### src/bsrt_pkg.sv
`default_nettype none
package bsrt_pkg;
   localparam int BUCKET_BITS  = 10;
   localparam int BUCKET_DEPTH = 16;
   localparam int REST_BITS    = 24 - BUCKET_BITS;
   localparam int NUM_BUCKETS  = 1 << BUCKET_BITS;
   localparam int POS_BITS     = $clog2(BUCKET_DEPTH);
   localparam int FILL_BITS    = $clog2(BUCKET_DEPTH + 1);
   localparam int SLOT_BITS    = BUCKET_BITS + POS_BITS;
   localparam int NUM_SLOTS    = NUM_BUCKETS * BUCKET_DEPTH;
   localparam int REC_BITS     = REST_BITS + 64 + 8 + 64 + 64 + 56;

   typedef enum logic [1:0] {
      FUNC_FIND = 2'd0, FUNC_FIND_ADD = 2'd1, FUNC_ADD = 2'd2, FUNC_RSVD = 2'd3
   } func_type;

   typedef enum logic [1:0] {
      ST_FOUND = 2'd0, ST_NOT_FOUND = 2'd1, ST_ADDED = 2'd2, ST_FULL = 2'd3
   } status_type;

   typedef enum logic [3:0] {
      S_CLEAR, S_IDLE, S_FILL_RD, S_FILL_WAIT, S_SEARCH, S_RD_WAIT, S_CMP,
      S_DECIDE, S_SHIFT_RD, S_SHIFT_WAIT, S_SHIFT_WR, S_INSERT, S_OUT
   } state_type;

   // controller to datapath
   typedef struct packed {
      logic load_req;
      logic clr_step;
      logic fill_load;
      logic search_init;
      logic mid_rd;
      logic cmp_step;
      logic hit_load;
      logic shift_init;
      logic shift_rd;
      logic shift_wr;
      logic ins_wr;
      logic set_result;
      status_type status;
   } ctrl_type;

   // datapath to controller
   typedef struct packed {
      logic clr_done;
      logic search_done;
      logic hit;
      logic full;
      logic shift_done;
      func_type func;
   } stat_type;
endpackage
`default_nettype wire

### src/bsrt_ctrl.sv
`default_nettype none
module bsrt_ctrl (
   input  wire logic               clock,
   input  wire logic               reset,
   input  wire logic               req_valid,
   output logic                    req_ready,
   output logic                    rsp_valid,
   input  wire logic               rsp_ready,
   input  wire bsrt_pkg::stat_type stat,
   output bsrt_pkg::ctrl_type      ctrl
);
   import bsrt_pkg::*;

   state_type state_ff, state_in;

   always_ff @(posedge clock) begin
      if (reset) begin
         state_ff <= S_CLEAR;
      end else begin
         state_ff <= state_in;
      end
   end

   // next state and commands
   always_comb begin
      state_in  = state_ff;
      ctrl      = '0;
      ctrl.status = ST_FOUND;
      req_ready = 1'b0;
      rsp_valid = 1'b0;
      case (state_ff)
         S_CLEAR: begin
            ctrl.clr_step = 1'b1;
            if (stat.clr_done) state_in = S_IDLE;
         end
         S_IDLE: begin
            req_ready = 1'b1;
            if (req_valid) begin
               ctrl.load_req = 1'b1;
               state_in = S_FILL_RD;
            end
         end
         S_FILL_RD: begin
            state_in = S_FILL_WAIT;
         end
         S_FILL_WAIT: begin
            ctrl.fill_load = 1'b1;
            ctrl.search_init = 1'b1;
            state_in = S_SEARCH;
         end
         S_SEARCH: begin
            if (stat.search_done) begin
               state_in = S_RD_WAIT;
            end else begin
               ctrl.mid_rd = 1'b1;
               state_in = S_CMP;
            end
         end
         S_CMP: begin
            // hold the mid address so its data is still there next cycle
            ctrl.mid_rd = 1'b1;
            state_in = S_RD_WAIT;
         end
         S_RD_WAIT: begin
            // read data of mid or pos slot is valid here
            if (stat.search_done) begin
               ctrl.hit_load = 1'b1;
               state_in = S_DECIDE;
            end else begin
               ctrl.cmp_step = 1'b1;
               state_in = S_SEARCH;
            end
         end
         S_DECIDE: begin
            ctrl.set_result = 1'b1;
            if (stat.func != FUNC_ADD && stat.hit) begin
               ctrl.status = ST_FOUND;
               state_in = S_OUT;
            end else if (stat.func == FUNC_FIND || stat.func == FUNC_RSVD) begin
               ctrl.status = ST_NOT_FOUND;
               state_in = S_OUT;
            end else if (stat.full) begin
               ctrl.status = ST_FULL;
               state_in = S_OUT;
            end else begin
               ctrl.status = ST_ADDED;
               ctrl.shift_init = 1'b1;
               state_in = S_SHIFT_RD;
            end
         end
         S_SHIFT_RD: begin
            if (stat.shift_done) begin
               state_in = S_INSERT;
            end else begin
               ctrl.shift_rd = 1'b1;
               state_in = S_SHIFT_WAIT;
            end
         end
         S_SHIFT_WAIT: begin
            // keep the source address for the write cycle
            ctrl.shift_rd = 1'b1;
            state_in = S_SHIFT_WR;
         end
         S_SHIFT_WR: begin
            ctrl.shift_wr = 1'b1;
            state_in = S_SHIFT_RD;
         end
         S_INSERT: begin
            ctrl.ins_wr = 1'b1;
            state_in = S_OUT;
         end
         S_OUT: begin
            rsp_valid = 1'b1;
            if (rsp_ready) state_in = S_IDLE;
         end
         default: state_in = S_CLEAR;
      endcase
   end
endmodule
`default_nettype wire

### config.mk
export PLATFORM = sky130hd
export DESIGN_NAME = bsrt_ctrl
export DESIGN_NICKNAME = d
export VERILOG_FILES = /design/src/bsrt_pkg.sv /design/src/bsrt_ctrl.sv
export SDC_FILE = /design/constraint.sdc
export NUM_CORES = 1
export LEC_CHECK = 0
export BUFFER_PORTS_ARGS = -buffer_cell sky130_fd_sc_hd__buf_4
export CAP_MARGIN = 20
export CELL_PAD_IN_SITES_DETAIL_PLACEMENT = 0
export CELL_PAD_IN_SITES_GLOBAL_PLACEMENT = 2
export CORE_MARGIN = 4
export CORE_UTILIZATION = 21
export DETAILED_ROUTE_END_ITERATION = 7
export GPL_TIMING_DRIVEN = 1
export PLACE_DENSITY_LB_ADDON = 0.1
export SYNTH_ARGS = -nofsm -noshare
export SYNTH_HDL_FRONTEND = slang
export SYNTH_SLANG_ARGS = --single-unit
### constraint.sdc
create_clock -name clock -period 1.78 [get_ports clock]
set_input_delay 0.178 -clock clock [delete_from_list [all_inputs] [get_ports clock]]
set_output_delay 0.178 -clock clock [all_outputs]
set_load 0.1 [all_outputs]
Yosys cells after proc, flatten, opt, wreduce, memory -nomap -nowiden:

Index checks and enable logic that the tools add are counted.

* bits in latches: 0
* RAM bits: 0
* memories: 0
* bits in read-only memories: 0
* input port bits: 11
* register bits: 4

* add/subtract/negate cells: 0
* magnitude comparators: 0
* reductions and logical operators: 5
* bitwise operators: 0
* shift operators: 0
* eq/ne operators: 17
* div/mod/pow operators: 0
* mux-type cells: 32
* multipliers: 0

Operators by type and width (count)
* 4-bit one-hot mux with 13 select lines: 1
* 4-bit equality test (second input constant): 5
* 4-bit 2-to-1 mux: 5
* 4-bit by 3-bit equality test with 1-bit output (second input constant): 4
* 1-bit 2-to-1 mux: 15
* 2-bit 2-to-1 mux: 7
* 4-bit by 2-bit equality test with 1-bit output (second input constant): 2
* 2-bit != test (second input constant): 4
* 3-bit 2-to-1 mux: 2
* 4-bit by 1-bit equality test with 1-bit output (second input constant): 1
* 4-bit logical NOT: 1
* 1-bit one-hot mux with 2 select lines: 2
* 3-bit AND reduction: 1
* 2-bit equality test (second input constant): 1
* 2-bit logical NOT: 1
* 1-bit logical AND: 1
* 1-bit logical OR: 1

Depth between registers and ports, before layout:

Gate-level depths: netlist (run 1).

* depth after elaboration: 5
* mapped depth: 6

Worst setup path before layout (run 1):

No wires, ideal clock.

* path type: register to output
* from: register state_ff[1]
* to: output port ctrl[6] in the netlist's numbering
* setup slack: -2.094 ns
* arrival time: 3.696 ns
* data required time: 1.602 ns
* path buffers: 1
* cell stages (with the launch flop): 5
* path through: dfxtp_1 buf_2 and3_1 nand2_1 nor3_1

RTL lines
* start, declared: RTL line bsrt_ctrl.sv:14 `state_type state_ff, state_in;`
* start signal, assigned: RTL line bsrt_ctrl.sv:20 `state_ff <= state_in;`
* end, declared: RTL line bsrt_ctrl.sv:10 `output bsrt_pkg::ctrl_type ctrl`

==> results.json, run 1 <==
{
  "status": "complete, no violations",
  "hold_viol": 0,
  "ys_top_cells_by_area": "dfxtp_1, nor2_1, nor3_1, a21oi_1, nor4_4",
  "placedInstanceArea_um2": 801,
  "final_cells": 121,
  "fillCellCount": 226,
  "first_pass_iters": 4,
  "synth.lib_cells_used.distinct": 32,
  "place_inst": 118,
  "crit_path_max_fanout": 3,
  "timing.slew.headroom_pct": 81.8,
  "core-area_um2": 2190,
  "placement_rows": 17,
  "totalPowerFinal_mw": 0.630,
  "fin_hold_ws_ns": 0.136,
  "cts_sinks": 4,
  "initial_cell_density_of_the_core_pct": 21.9,
  "tritoncts": "built",
  "io-pin-count": 27,
  "via_count": 551,
  "crit_path_cell_trace": "nor2b_4 -> and3_4 -> nand2_4 -> nor3_4 -> buf_12",
  "final_layout_size_suffix_gt1_share_pct": 55.9,
  "power-per-cell-area_nw_per_um2": 739,
  "grt.total_usage_pct": 9.92,
  "power.leakage_nw": 0.376,
  "design.final.nets": 107,
  "worst_pin_slew_ns": 0.271,
  "fin_skew_ns": 0.00251,
  "source_to_sink_clock_delay_at_the_later_pin_of_the_worst_skew_pair_ns": 0.23,
  "drt-initial-drc-count": 5,
  "final_period_minus_worst_setup_slack_ns": 1.69,
  "finalWirelength_um": 1450,
  "antenna_found_initial": 0,
  "maxCapViolations": 0,
  "timing.critical_path.to_type": "output pin",
  "setup_viol": 0,
  "die_w_um": 55.8,
  "area_growth_syn_to_layout_pct": 77.3,
  "remaining_global_route_overflow": 0,
  "detailedPlace.worstSlack_ns": 0.231,
  "cts-htree-levels": 1,
  "worstReg2RegStart": "state_ff[0]",
  "vdd_drop_max_uv": 389,
  "slew_violations": 0,
  "final.setup.tns_ns": 0,
  "synth.largest_area_cell": "dfxtp_1",
  "critPathLaunchType": "flop",
  "clock_path_buffers": 2,
  "crit_slowest_cell": "dfxtp_1",
  "hold-path-endpoint": "state_ff[2]",
  "vias_per_cell": 4.55,
  "fin_util_pct": 38.9,
  "synthesis.area_um2": 480,
  "min-delay-path-class": "in2reg",
  "num_cts_buffers": 3,
  "required_ns": 1.60,
  "cts-hold-fix-buffers": 0,
  "routed_wire_length_per_instance_um": 12.0,
  "grt_pass1_wl_um": 2590,
  "floorplan.die_area_um2": 3120,
  "synth-seq-cells": 4,
  "fmaxAchievable_mhz": 592,
  "synth_area_per_cell_um2": 7.07,
  "grt_setup_unrepaired": "false",
  "timing_worst_setup_path_type": "reg2out",
  "ctsRootBufferMaster": "clkbuf_4",
  "ys_seq_area_share_pct": 16.7,
  "r2r_cells": 5,
  "synth.net_count": 80,
  "min_period_over_period_pct": 94.9,
  "drc": 0,
  "io_buffers": 26,
  "timing.critical_path.arrival_ns": 1.51,
  "die-height_um": 55.8,
  "hpwl_um": 1190,
  "antenna-diode-count": 0,
  "post_route_worst_setup_slack_ns": 0.0914,
  "largest_register_ffs": 4,
  "multi_input_comb_area_um2": 444,
  "finalInstanceArea_um2": 852,
  "largest_registers": "state_ff x4",
  "yosys_warnings": 0,
  "largest_register": "state_ff",
  "number_of_global_route_vias_before_repair": 557,
  "gpl.final_weighted_congestion": 0.677,
  "min_path_cells": 2,
  "synth_top_cell_area_share_pct": 16.7,
  "critical-path-max-stage-delay_ns": 0.36,
  "drtAntennaViolNets": 0,
  "clk_pin_slew_ns": 0.04,
  "grt_start_max_net_pins": 17,
  "r2r_setup_slack_ns": 0.36,
  "final-seq-area_um2": 85.1,
  "synthCells": 68,
  "start_point_of_the_worst_hold_path": "reset",
  "crit-reg2reg-capture": "state_ff[0]"
}
-- cell usage after synthesis (all sizes together) --
| library cell | n |
|---|---|
| nor2b | 1 |
| and2b | 1 |
| nor3b | 2 |
| inv | 4 |
| nand3b | 1 |
| nor2 | 10 |
| o21ai | 1 |
| nand2 | 5 |
| nor4bb | 1 |
| nor4 | 3 |
| a21oi | 5 |
| buf | 6 |
| nor3 | 6 |
| nand4 | 1 |
| a211oi | 1 |
| o31a | 1 |
| dfxtp | 4 |
| mux2 | 1 |
| a22oi | 2 |
| nand2b | 3 |
| o31ai | 1 |
| a21o | 1 |
| or2b | 1 |
| and3 | 3 |
| clkbuf | 1 |
| ha | 1 |
| o32a | 1 |
-- worst max path at each step --
stage | start | end | slack, ns | depth (start not counted)
6_report | state_ff[0] | ctrl[6] | 0.09 | 5
5_1_grt | state_ff[0] | ctrl[6] | 0.005 | 5
4_1_cts | state_ff[3] | ctrl[8] | 0.01 | 4
3_5_place_dp | state_ff[3] | ctrl[7] | 0.23 | 4
3_3_place_gp | state_ff[2] | state_ff[0] | 0.26 | 4
2_1_floorplan | state_ff[0] | ctrl[4] | -0.40 | 5
-- cells in the final DEF (no fill, tap or decap), types with 2 or more instances in the layout --
master	n
buf_4	25
clkbuf_4	3
nand2b_1	2
nor3_1	2
buf_12	2
a22oi_1	2
nor2_4	3
nor4_4	2
buf_6	2
nor2_1	6
and3_1	2
inv_1	4
nor3_4	3
a21oi_1	4
nand2_1	4
dfxtp_1	2
-- power breakdown --
part           total (mW)  switching [mW]  internal, mW
sequential          0.128          0.0258         0.102
clock               0.109          0.0342        0.0752
combinational       0.393           0.260         0.133
-- area by class of cell --
type                       instances  area share, %
clock buffer                       3           2.64
inverter                           4           1.76
multi-input combinational         53           52.1
sequential                         4           9.99
tap                               28           4.11
timing repair buffer              29           29.4
-- routing by layer --
metal	track usage (%)	vias up	wire, um
met3	4.18	0	127
met5	0	-	0
li1	-	288	-
met2	16.0	22	672
met1	12.7	241	650
met4	1.02	0	0
-- worst max-delay path: cells and delay by family (launching register included) --
kind	cells	cell delay, ns
AND/OR/NAND/NOR	4	0.71
flip-flops	1	0.36
buffers and inverters	1	0.20
-- repair_timing --
| item | in CTS | in global routing |
|---|---|---|
| endpoints found under the setup margin | 2 | 6 |
| setup buffers | 0 | 0 |
| resized for setup | 3 | 6 |
| pin swaps | 0 | 0 |
-- logic make-up (layout without fill, tap and decap cells) --
| logic type | Yosys count | count (layout) | share of synthesized area (%) |
|---|---|---|---|
| AND/OR/NAND/NOR | 38 | 38 | 47.7 |
| buffers and inverters | 11 | 36 | 12.8 |
| adder cells (fa/ha/maj) | 1 | 1 | 2.60 |
| multiplexers | 1 | 1 | 2.34 |
| AO/OA/AOI/OAI | 13 | 13 | 18.0 |
| flip-flops | 4 | 4 | 16.7 |
No activity file was read; power rests on OpenSTA's default activity.
==> run 2, diff against run 1 <==
- GPL_TIMING_DRIVEN: 1 -> unset
- RECOVER_POWER: unset -> 100
==> results.json, run 2 (same netlist as run 1, synthesis figures left out) <==
{
  "drtAntennaViolNets": 0,
  "top_family_by_delay_on_critical_path": "simple AND/OR/NAND/NOR gates",
  "via_count": 561,
  "timing_worst_setup_path_type": "reg2out",
  "io-pin-count": 27,
  "critical-path-max-stage-delay_ns": 0.33,
  "largest_registers": "state_ff x4",
  "r2r_setup_slack_ns": 0.36,
  "source_to_sink_clock_delay_at_the_later_pin_of_the_worst_skew_pair_ns": 0.23,
  "cts-htree-levels": 1,
  "die-height_um": 55.8,
  "crit_path_max_fanout": 16,
  "cts_sinks": 4,
  "min_period_over_period_pct": 95.6,
  "final_cells": 121,
  "largest_register_ffs": 4,
  "first_pass_iters": 4,
  "timing.critical_path.depth": 4,
  "largest_register": "state_ff",
  "grt_setup_unrepaired": "false",
  "worst_pin_slew_ns": 0.539,
  "ctsRootBufferMaster": "clkbuf_4",
  "final_period_minus_worst_setup_slack_ns": 1.70,
  "post_route_worst_setup_slack_ns": 0.0786,
  "num_cts_buffers": 3,
  "required_ns": 1.60,
  "remaining_global_route_overflow": 0,
  "crit_path_cell_trace": "buf_4 -> nand2b_2 -> nor3_1 -> buf_6",
  "initial_cell_density_of_the_core_pct": 21.9,
  "clk_pin_slew_ns": 0.03,
  "crit_slowest_cell": "dfxtp_1",
  "critical_path.startpoint": "state_ff[3]",
  "critical_path_buf_inv_count": 2,
  "worstReg2RegStart": "state_ff[0]",
  "final_layout_size_suffix_gt1_share_pct": 54.8,
  "die_w_um": 55.8,
  "fin_skew_ns": 0.00254,
  "place_inst": 118,
  "design.final.nets": 107,
  "gpl.final_weighted_congestion": 0.677,
  "maxCapViolations": 0,
  "placement_rows": 17,
  "grt_pass1_wl_um": 2590,
  "slew_violations": 0,
  "area_growth_syn_to_layout_pct": 74.0,
  "drt-initial-drc-count": 5,
  "setup_viol": 0,
  "finalWirelength_um": 1460,
  "critPathCapture": "ctrl[8]",
  "clock_path_buffers": 2,
  "critPathLaunchType": "flop",
  "vdd_drop_max_uv": 390,
  "layout_commonest_cell": "clkbuf_4",
  "totalPowerFinal_mw": 0.624,
  "min_path_cells": 2,
  "hpwl_um": 1190,
  "drc": 0,
  "fmaxAchievable_mhz": 588,
  "io_buffers": 26,
  "power.leakage_nw": 0.363,
  "timing.slew.headroom_pct": 64.2,
  "routed_wire_length_per_instance_um": 12.0,
  "status": "complete, no violations",
  "core-area_um2": 2190,
  "hold_viol": 0,
  "r2r_cells": 5,
  "floorplan.die_area_um2": 3120,
  "grt_start_max_net_pins": 17,
  "timing.critical_path.arrival_ns": 1.52,
  "detailedPlace.worstSlack_ns": 0.231,
  "antenna-diode-count": 0,
  "cts-hold-fix-buffers": 0,
  "number_of_global_route_vias_before_repair": 557,
  "fin_util_pct": 38.1,
  "crit-reg2reg-capture": "state_ff[0]",
  "grt.total_usage_pct": 9.92,
  "antenna_found_initial": 0,
  "min-delay-path-class": "in2reg",
  "tritoncts": "built",
  "timing.critical_path.to_type": "output pin",
  "power-per-cell-area_nw_per_um2": 746,
  "vias_per_cell": 4.64,
  "final_cell_mix": "clkbuf_4, buf_4, nor2_1"
}
## run 2: changes by cell type in the layout (fill, tap and decap cells not counted)
cell,delta
clkbuf_4,+11
clkbuf_2,+1
buf_2,+1
nor3_4,-1
nor3_1,+1
buf_4,-13
## run 2: metrics by stage
step | TNS [ns] | hold WS, ns | cell area (um^2)
final | 0 | 0.137 | 836
after detailed placement | 0 | 0.376 | 801
after CTS | 0 | 0.128 | 832
after global placement | 0 | 0.380 | 801
after floorplan | -1.81 | 0.242 | 613
after global routing | 0 | 0.141 | 836
## run 2: how the worst min path moves through the flow
| stage | from | end | slack, ns |
|---|---|---|---|
| floorplan | reset | state_ff[1] | 0.24 |
| global placement | reset | state_ff[1] | 0.38 |
| detailed placement | reset | state_ff[1] | 0.38 |
| CTS | reset | state_ff[2] | 0.13 |
| global route | reset | state_ff[2] | 0.14 |
| finish | reset | state_ff[2] | 0.14 |
## run 2: timing repair
action	4_1_cts	5_1_grt
pin swaps	0	0
gates resized for setup	3	6
endpoints found under the setup margin	2	6
buffers inserted	0	0
## run 2: cell type report
| cell class | count | area (um^2) |
|---|---|---|
| flip-flops and latches | 4 | 85.1 |
| inverters | 4 | 15.0 |
| well taps | 28 | 35.0 |
| multi-input cells | 53 | 433 |
| clock buffers | 3 | 22.5 |
| fillers | 228 | 1360 |
| repair buffers | 29 | 245 |
## run 2: metal layers
metal / global-route usage (%) / wire length, um / up-vias / part of all wire (%)
li1: - / - / 291 / -
met1: 12.7 / 655 / 246 / 45
met2: 16.0 / 685 / 24 / 47
met3: 4.18 / 115 / 0 / 7.9
met4: 1.02 / 0 / 0 / 0
met5: 0 / 0 / - / 0
## run 2: worst reg2reg max path: stages (launching register included)
cell     delay (ns)
dfxtp_1        0.36
buf_12         0.16
mux2_2         0.36
nor4_4         0.20
o32a_1         0.20
nor2_1         0.04
## run 2: power by group
part / internal (mW) / leakage (nW) / switching, mW
logic: 0.130 / 0.316 / 0.257
registers: 0.102 / 0.0339 / 0.0255
clock network: 0.0752 / 0.0138 / 0.0342
total: 0.307 / 0.363 / 0.317
==> run 3, diff against run 2 <==
- PLACE_DENSITY: unset -> 0.85
- PLACE_DENSITY_LB_ADDON: 0.1 -> unset
- clock period: 1.78 -> 1.9 ns (I/O delays scaled with it)
==> results.json, run 3 (same netlist as run 1, synthesis figures left out) <==
{
  "final_layout_size_suffix_gt1_share_pct": 53.2,
  "antenna_found_initial": 0,
  "min-delay-path-class": "in2reg",
  "hpwl_um": 1070,
  "cts-htree-levels": 1,
  "tritoncts": "built",
  "largest_register": "state_ff",
  "largest_registers": "state_ff x4",
  "critPathLaunchType": "flop",
  "die-height_um": 55.8,
  "timing.critical_path.arrival_ns": 1.57,
  "io-pin-count": 27,
  "worst_pin_slew_ns": 0.545,
  "antenna-diode-count": 0,
  "power.leakage_nw": 0.343,
  "fin_skew_ns": 0.000829,
  "cts-hold-fix-buffers": 0,
  "via_count": 554,
  "design.final.nets": 108,
  "min_period_over_period_pct": 92.6,
  "detailedPlace.worstSlack_ns": 0.304,
  "vdd_drop_max_uv": 316,
  "totalPowerFinal_mw": 0.563,
  "post_route_worst_setup_slack_ns": 0.141,
  "postCtsResizedCells": 0,
  "drc": 0,
  "setup_viol": 0,
  "power-per-cell-area_nw_per_um2": 721,
  "grt.total_usage_pct": 9.06,
  "gpl.final_weighted_congestion": 0.709,
  "fin_hold_ws_ns": 0.144,
  "largest_register_ffs": 4,
  "grt_pass1_wl_um": 2240,
  "final_cell_mix": "buf_4, clkbuf_4, nor2_1",
  "finalWirelength_um": 1340,
  "number_of_global_route_vias_before_repair": 522,
  "timing.slew.headroom_pct": 63.8,
  "die_w_um": 55.8,
  "cts_setup_buffers": 0,
  "hold_viol": 0,
  "vias_per_cell": 4.54,
  "crit_path_cell_trace": "clkbuf_1 -> nor2_1 -> nand2_1 -> a21oi_2 -> buf_4",
  "timing_worst_setup_path_type": "reg2out",
  "area_growth_syn_to_layout_pct": 62.5,
  "ctsRootBufferMaster": "clkbuf_4",
  "clk_pin_slew_ns": 0.04,
  "io_buffers": 26,
  "initial_cell_density_of_the_core_pct": 21.9,
  "drt-initial-drc-count": 9,
  "slew_violations": 0,
  "grt_setup_unrepaired": "false",
  "required_ns": 1.71,
  "core-area_um2": 2190,
  "first_pass_iters": 2,
  "num_cts_buffers": 3,
  "routed_wire_length_per_instance_um": 11.0,
  "crit_slowest_cell": "dfxtp_1",
  "source_to_sink_clock_delay_at_the_later_pin_of_the_worst_skew_pair_ns": 0.23,
  "final_period_minus_worst_setup_slack_ns": 1.76,
  "maxCapViolations": 0,
  "timing.critical_path.to_type": "output pin",
  "floorplan.die_area_um2": 3120,
  "fmaxAchievable_mhz": 569,
  "critical-path-max-stage-delay_ns": 0.39,
  "status": "complete, no violations",
  "cts_sinks": 4,
  "placement_rows": 17,
  "clock_path_buffers": 2,
  "grt_start_max_net_pins": 17,
  "drtAntennaViolNets": 0,
  "remaining_global_route_overflow": 0,
  "layout_commonest_cell": "buf_4",
  "crit_path_max_fanout": 10
}
## run 3: cell count changes in the layout (fill, tap and decap cells not counted), sizes merged
cell    delta
clkbuf     -2
buf        +3
## run 3: per-stage QoR
stage / util (%) / area (um^2) / std cells / setup TNS (ns)
2_1_floorplan: - / 561 / 68 / -1.31
3_3_place_gp: 35.4 / 774 / 119 / 0
3_5_place_dp: 35.4 / 774 / 119 / 0
4_1_cts: 36.4 / 797 / 122 / 0
5_1_grt: 35.6 / 781 / 122 / 0
6_report: 35.6 / 781 / 122 / 0
## run 3: worst max-delay path: cells and delay by family, from the launching register on
| family | cells | cell delay, ns |
|---|---|---|
| and+or+nand+nor | 2 | 0.34 |
| buffers and inverters | 2 | 0.49 |
| AOI/OAI and AO/OA | 1 | 0.10 |
| DFF | 1 | 0.39 |
## run 3: path summary, 6_finish.rpt
| path | start | endpoint | slack [ns] | depth (start not counted) |
|---|---|---|---|---|
| min reg2reg | state_ff[2] | state_ff[2] | 0.61 | 2 |
| max reg2reg | state_ff[2] | state_ff[0] | 0.41 | 4 |
| min | reset | state_ff[1] | 0.14 | 2 |
| max | state_ff[2] | ctrl[5] | 0.14 | 5 |
## run 3: power breakdown
part	internal (mW)	leakage [nW]	switching, mW
Combinational	0.105	0.296	0.244
Clock	0.0706	0.0138	0.0341
Sequential	0.0945	0.0331	0.0153
## run 3: layer usage
layer / global-route usage, % / routed length [um]
met2: 13.7 / 614
met5: 0 / 0
met4: 6.10 / 44
met1: 10.9 / 606
met3: 2.78 / 74
## run 3: cell type report
type	count	area [um^2]
Fill cell	230	1410
Timing Repair Buffer	30	208
Multi-Input combinational cell	53	419
Clock buffer	3	22.5
Inverter	4	15.0
Sequential cell	4	81.3
Tap cell	28	35.0
